===== src/hdl/matrix_cell_table_engine_defines.svh =====
// Assertion macros for the matrix cell table engine.
// Used by the top level; expects clk and rst_n in scope.
`ifndef MATRIX_CELL_TABLE_ENGINE_DEFINES_SVH
`define MATRIX_CELL_TABLE_ENGINE_DEFINES_SVH

// Same-cycle implication, muted during reset.
`define MCTE_ASSERT_NOW(lbl, ante, cons, msg) \
    lbl: assert property (@(posedge clk) disable iff (!rst_n) (ante) |-> (cons)) \
        else $error(msg);

// Next-cycle implication, muted during reset.
`define MCTE_ASSERT_NEXT(lbl, ante, cons, msg) \
    lbl: assert property (@(posedge clk) disable iff (!rst_n) (ante) |=> (cons)) \
        else $error(msg);

`endif


===== src/hdl/mcte_pkg.sv =====
// Shared types and constants for the matrix cell table engine.
// No dependencies; used by the accumulator unit and the top level.
package mcte_pkg;

    localparam int ROWS_DEF = 16;
    localparam int COLS_DEF = 16;

    localparam int CELL_W  = 32;
    localparam int SUM_W   = 40;
    localparam int CNT_W   = 9;
    localparam int COORD_W = 5;
    localparam int KIND_W  = 4;

    // -999 marks an empty cell
    localparam logic signed [CELL_W-1:0] EMPTY_CELL = -32'sd999;

    typedef enum logic [KIND_W-1:0] {
        KIND_ADD    = 4'd0,
        KIND_EDIT   = 4'd1,
        KIND_DELETE = 4'd2,
        KIND_SEARCH = 4'd3,
        KIND_COUNT  = 4'd4,
        KIND_SUM    = 4'd5,
        KIND_MAX    = 4'd6,
        KIND_MIN    = 4'd7,
        KIND_CLEAR  = 4'd8
    } kind_t;

    typedef enum logic [2:0] {
        ST_INIT,
        ST_IDLE,
        ST_DECODE,
        ST_WRITE,
        ST_SCAN,
        ST_DRAIN,
        ST_CLEAR,
        ST_DONE
    } state_t;

    typedef struct packed {
        logic [KIND_W-1:0]        kind;
        logic [COORD_W-1:0]       cell_row;
        logic [COORD_W-1:0]       cell_col;
        logic signed [CELL_W-1:0] value;
    } item_t;

    typedef struct packed {
        logic                     status;
        logic                     found;
        logic [COORD_W-1:0]       found_row;
        logic [COORD_W-1:0]       found_col;
        logic [CNT_W-1:0]         match_count;
        logic signed [SUM_W-1:0]  total;
        logic signed [CELL_W-1:0] extreme_value;
        logic [COORD_W-1:0]       used_rows;
        logic [COORD_W-1:0]       used_cols;
    } result_t;

    // Controller to accumulator unit
    typedef struct packed {
        logic              start;  // clear all accumulators
        logic              eval;   // read data valid this cycle
        logic [KIND_W-1:0] kind;
    } acc_ctl_t;

endpackage


===== src/hdl/mcte_acc.sv =====
// Accumulator unit: folds one cell per cycle, while eval is set, into search,
// count, sum, extreme and delete-bound results. Depends on mcte_pkg.
module mcte_acc #(
    parameter int ROWS = mcte_pkg::ROWS_DEF,
    parameter int COLS = mcte_pkg::COLS_DEF,
    localparam int RW  = $clog2(ROWS + 1),
    localparam int CW  = $clog2(COLS + 1)
) (
    input  logic                              clk,
    input  logic                              rst_n,
    input  mcte_pkg::acc_ctl_t                ctl,
    input  logic signed [mcte_pkg::CELL_W-1:0] cell_data,
    input  logic [RW-1:0]                     row,
    input  logic [CW-1:0]                     col,
    input  logic signed [mcte_pkg::CELL_W-1:0] value,
    output logic                              found,
    output logic [RW-1:0]                     found_row,
    output logic [CW-1:0]                     found_col,
    output logic [mcte_pkg::CNT_W-1:0]        match_count,
    output logic signed [mcte_pkg::SUM_W-1:0] total,
    output logic signed [mcte_pkg::CELL_W-1:0] extreme,
    output logic [RW-1:0]                     del_row,
    output logic [CW-1:0]                     del_col,
    output logic                              del_wr
);

    localparam int EXT = mcte_pkg::SUM_W - mcte_pkg::CELL_W;

    logic filled;
    logic hit;
    logic better;

    assign filled = (cell_data != mcte_pkg::EMPTY_CELL);
    assign hit    = (cell_data == value);
    assign better = (ctl.kind == mcte_pkg::KIND_MAX) ? (cell_data > extreme)
                                                      : (cell_data < extreme);
    assign del_wr = ctl.eval && (ctl.kind == mcte_pkg::KIND_DELETE) && filled && hit;

    always_ff @(posedge clk or negedge rst_n)
    begin
        if (!rst_n)
        begin
            found       <= 1'b0;
            found_row   <= '0;
            found_col   <= '0;
            match_count <= '0;
            total       <= '0;
            extreme     <= '0;
            del_row     <= '0;
            del_col     <= '0;
        end
        else if (ctl.start)
        begin
            found       <= 1'b0;
            found_row   <= '0;
            found_col   <= '0;
            match_count <= '0;
            total       <= '0;
            extreme     <= '0;
            del_row     <= '0;
            del_col     <= '0;
        end
        else if (ctl.eval)
        begin
            case (ctl.kind)
                mcte_pkg::KIND_SEARCH:
                begin
                    if (hit && !found)
                    begin
                        found     <= 1'b1;
                        found_row <= row;
                        found_col <= col;
                    end
                end
                mcte_pkg::KIND_COUNT:
                begin
                    if (hit)
                    begin
                        match_count <= match_count + 1'b1;
                    end
                end
                mcte_pkg::KIND_SUM:
                begin
                    if (filled)
                    begin
                        total <= total + {{EXT{cell_data[mcte_pkg::CELL_W-1]}}, cell_data};
                    end
                end
                mcte_pkg::KIND_MAX, mcte_pkg::KIND_MIN:
                begin
                    if (filled && (!found || better))
                    begin
                        found   <= 1'b1;
                        extreme <= cell_data;
                    end
                end
                mcte_pkg::KIND_DELETE:
                begin
                    // rows come in ascending order; columns need a compare
                    if (filled && !hit)
                    begin
                        del_row <= row;
                        if (col > del_col)
                        begin
                            del_col <= col;
                        end
                    end
                end
                default:
                begin
                end
            endcase
        end
    end

endmodule


===== config.mk =====
export PLATFORM = sky130hd
export DESIGN_NAME = mcte_acc
export DESIGN_NICKNAME = d
export VERILOG_FILES = /design/src/hdl/matrix_cell_table_engine_defines.svh /design/src/hdl/mcte_pkg.sv /design/src/hdl/mcte_acc.sv
export SDC_FILE = /design/constraint.sdc
export NUM_CORES = 1
export LEC_CHECK = 0
export ABC_AREA = 1
export ABC_CLOCK_PERIOD_IN_PS = 5630
export BUFFER_PORTS_ARGS = -buffer_cell sky130_fd_sc_hd__buf_4
export CORE_MARGIN = 2
export CORE_UTILIZATION = 60
export DETAILED_ROUTE_END_ITERATION = 10
export GPL_TIMING_DRIVEN = 0
export PLACE_DENSITY = 0.92
export SETUP_SLACK_MARGIN = 0.5
export SLEW_MARGIN = 30
export SYNTH_ARGS = -nofsm -noshare
export SYNTH_HDL_FRONTEND = slang
export SYNTH_SLANG_ARGS = --single-unit

===== constraint.sdc =====
create_clock -name clk -period 5.63 [get_ports clk]
set_input_delay 0.8445 -clock clk [delete_from_list [all_inputs] [get_ports clk]]
set_output_delay 0.8445 -clock clk [all_outputs]
set_load 0.03 [all_outputs]

# --- Word level (Yosys, flattened, before mapping) ---
# Index checks and enable logic that the tools add are counted.
# W data, S select, Z words.
totals:
  in_bits: 82
  output_inout_bits: 103
  ff_bits: 102
op_classes:
  reduce_logical: 30
  n_addsub: 2
  eq_ne: 10
  muxes: 35
  n_lt_le_gt_ge: 3
ops:
  columns: ["op", "n"]
  rows:
  - ["$mux W40", 4]
  - ["$mux W32", 4]
  - ["$mux W5", 17]
  - ["$add A40 B40 Y40", 1]
  - ["$mux W9", 4]
  - ["$eq A32 B32 Y1", 1]
  - ["$gt A32 B32 Y1", 1]
  - ["$lt A32 B32 Y1", 1]
  - ["$ne A32 B11 Y1 const B", 1]
  - ["$reduce_bool A2 Y1", 12]
  - ["$eq A4 B3 Y1 const B", 4]
  - ["$reduce_and A3 Y1", 5]
  - ["$add A9 B1 Y9 const B", 1]
  - ["$eq A4 B2 Y1 const B", 2]
  - ["$reduce_and A4 Y1", 2]
  - ["$logic_and A1 B1 Y1", 6]
  - ["$ne A3 B3 Y1 const B", 2]
  - ["$gt A5 B5 Y1", 1]
  - ["$mux W1", 5]
  - ["$reduce_bool A3 Y1", 1]
  - ["$logic_not A1 Y1", 2]
  - ["$pmux W1 S2", 1]
  - ["$reduce_or A2 Y1", 1]
  - ["$logic_or A1 B1 Y1", 1]

# --- Depth between registers and ports, before layout ---
depth:
  depth_word: 8
  ltp_mapped: 23
  mapped_depth_nobuf: 22

# --- Worst setup path before layout ---
# No wires, ideal clock.
synth_path:
  kind: "in2out"
  start: "input port cell_data[10] (netlist bit)"
  end: "output port del_wr"
  stages: 7
  t_arrival_ns: 1.908
  slack_ns: 2.878
  path_buffers: 0
  path_cell_list: "inv_1 nor2_1 nor4_1 nand4_1 nor2_1 nand2_1 nor2_1"
synth_between:
  elab_chain_len: 3
  word_cells_on_any_way: 4
  classes_between: "eq/ne (2); reduce/logical (2)"
synth_lines:
  columns: ["item", "line_no", "source"]
  rows:
  - ["from (decl)", "mcte_acc.sv:12", "input logic signed [mcte_pkg::CELL_W-1:0] cell_data,"]
  - ["$ne A32 B11 Y1", "mcte_acc.sv:33", "assign filled = (cell_data != mcte_pkg::EMPTY_CELL);"]
  - ["$logic_and A1 B1 Y1", "mcte_acc.sv:37", "assign del_wr = ctl.eval && (ctl.kind == mcte_pkg::KIND_DELETE) && filled && hit;"]
  - ["$logic_and A1 B1 Y1 *", "mcte_acc.sv:37", null]
  - ["to (decl)", "mcte_acc.sv:24", "output logic del_wr"]
# Every way passes the cells marked *; elsewhere a longest branch is shown, timed or not.

# --- Worst setup path in the final report ---
layout_path:
  start: "input port cell_data[16] (netlist bit)"
  end: "output port del_wr"
# The elaborated chain is that of the path after synthesis.

==> metrics.txt <==
first-pass GRT wire length 41990 µm; setup slack at placement 2371 ps; CP max FO 5; DRT iter0 DRCs 635; Req. time, crit path 4790 ps; TNS Setup 0 ps; Yosys reg bits 102; status completed; CP max stage cell nor2_1; vias per std cell 5.783; RSZ-0062 raised after global routing no; WL/cell 16.80 µm; standard-cell rows 42; DRC 0; Max stage delay on crit path 290 ps; total track usage 0.3609; area grow syn2layout 22.99%; DIE AREA 0.01476 mm²; max_cap viols 0; most frequent cells in the layout nand2_1 (314), buf_4 (184), inv_1 (151); Cells after Synth 1166; cts hold-fix bufs 0; Final WS setup 2479 ps; Async S/R FF share, synth 1.000; diode count 0; core area 0.01335 mm²; Worst Path Arrival 2310 ps; Synth Area per Inst 7.103 µm²; initial antenna violation count 0; worst vdd ir 0.2221 mV; largest area contributor in the netlist dfrtp_1; Slew HR 0.4208; Root Buffer Master clkbuf_16; HP Class register to register; ys flop type dfrtp_1; final net count 1521; post-CTS sizing 0; Critical Path End Type output port; Initial Util 0.6205; fin. max-slew vios 0; I/O pins 185; final hold violation count 0; commonest non-fill, non-tap cell in the layout nand2_1; post-route antenna net violation count 0; clock-pin transition on the worst setup and hold timing paths 80 ps; clk sinks 102; DR vias 8918; Leak Pwr 0.005325 µW; Netlist cell types 51; Period minus WS final 3151 ps; Max Root-Sink Buffers 2; # fillers 1019; CP dominant cell by count nor2_1; Cell Area, Synth 0.008282 mm²; cts bufs inserted 9; # Post-CTS Setup Buffers 0; worst path cell trace buf_4 > xor2_1 > nor2_1 > nand4_1 > nor2_1 > nand2_1 > nor2_1 > buf_4; crit path launch type primary input; Pre-antenna DRT Iters 5; Port-buffer cells 184; final worst-path cycle share 0.5598; yosys warns 0; Worst-Margin Slew 865.6 ps; vias in the first global route 8799; critical path class primary input to output port; Die W 121.5 µm; clk_skew 15.37 ps; placer congestion estimate 1.013; DP HPWL 20140 µm; Power Density 210.2 mW/mm²; share of cells above drive strength 1 0.1903; CTS tree done; htree depth 3; Final Power 2141 µW; ranking of synthesized cells by area dfrtp_1 (31%), nand2_1 (14%), ha_1 (12%); CP Buf/Inv Count 2; largest net degree at the start of global routing 103; CP delay by family, top simple AND/OR/NAND/NOR gates; Routed WL 25900 µm; fmax 317.3 MHz; EDFF count, synth 0; final setup vio count 0; Die H 121.5 µm; worst skew pair latency 370 ps; sequential share of the synthesized area 0.3082; GR Overflow Total 0; syn nets 1326; Yosys top cell area share 0.3082
[through the flow]
step	utilization	instance area, µm²	hold WS (ps)	instances
after CTS	0.7629	10180	498.5	1542
final	0.7631	10190	498.7	1542
after global routing	0.7631	10190	527.1	1542
after global placement	0.7404	9883	469.0	1526
after floorplan	-	8282	548.9	1166
after detailed placement	0.7407	9887	481.6	1526
[Yosys cell counts, types with 5 or more instances]
library cell	number
o21ai_2	34
nor2_1	115
o21ai_0	74
ha_1	77
a21o_1	5
nor3_1	12
a21oi_1	68
inv_1	151
xor2_1	38
buf_6	6
nor4_1	9
o21bai_1	9
clkbuf_1	12
nand2_1	314
nand3_1	37
a31oi_1	9
nand4_1	17
xnor2_1	8
o21ai_1	13
o31ai_1	7
dfrtp_1	102
[cell type report]
type / count / area [µm²] / share of cell area
inverters: 154 / 578.1 / 0.05675
clock buffers: 10 / 239.0 / 0.02346
flip-flops and latches: 102 / 2552 / 0.2506
repair buffers: 184 / 1388 / 0.1362
plain buffers: 22 / 133.9 / 0.01314
clock inverters: 6 / 57.56 / 0.005650
well taps: 176 / 220.2 / 0.02162
multi-input cells: 888 / 5017 / 0.4926
[worst register-to-register path, stage by stage (launching register included)]
cell and delay, ps:
dfrtp_1 400, ha_1 380, a21oi_2 200, nand2_1 160, nand2_1 90, nand2_1 140, nand2_1 110, nand2_1 100
a21oi_2 230, o21ai_1 140, a31oi_1 300, nor2_1 110, nor2_1 130, nand2_1 70, nand2_1 60
[where the power goes]
part	switching (µW)	internal [µW]
clock network	320	325
registers	44.7	781
logic	427	245
total	791	1350
[flip-flops by register name (all words and copies together) (netlist names)]
register,cells
del_col,5
del_row,5
extreme,32
found,1
found_col,5
found_row,5
match_count,9
total,40
[cells by family after synthesis]
| kind of cell | Yosys count | synth area share |
|---|---|---|
| DFF | 102 | 0.3082 |
| buffers and inverters | 176 | 0.08596 |
| AOI/OAI and AO/OA | 242 | 0.1789 |
| xor gates and xnor gates | 46 | 0.04865 |
| adders and majority gates | 78 | 0.1187 |
| and+or+nand+nor | 522 | 0.2596 |
[per-layer routing]
metal | GRT usage | part of all wire | vias to the layer above
li1 | - | - | 4241
met5 | 0 | 0 | -
met3 | 0.07989 | 0.085 | 94
met4 | 0.1652 | 0.043 | 0
met2 | 0.6264 | 0.49 | 436
met1 | 0.4248 | 0.38 | 4147
[worst paths after layout]
check	slack (ps)	endpoint	start	cells after the start
max in group asynchronous	4500	total[36]	rst_n	1
worst max register to register	2940	total[25]	total[2]	14
min in group asynchronous	540	extreme[8]	rst_n	1
worst min register to register	500	found_col[3]	found_col[3]	2
worst min-delay path	500	found_col[3]	found_col[3]	2
worst max-delay path	2480	del_wr	cell_data[16]	8
Power figures use the tool's default switching activity.
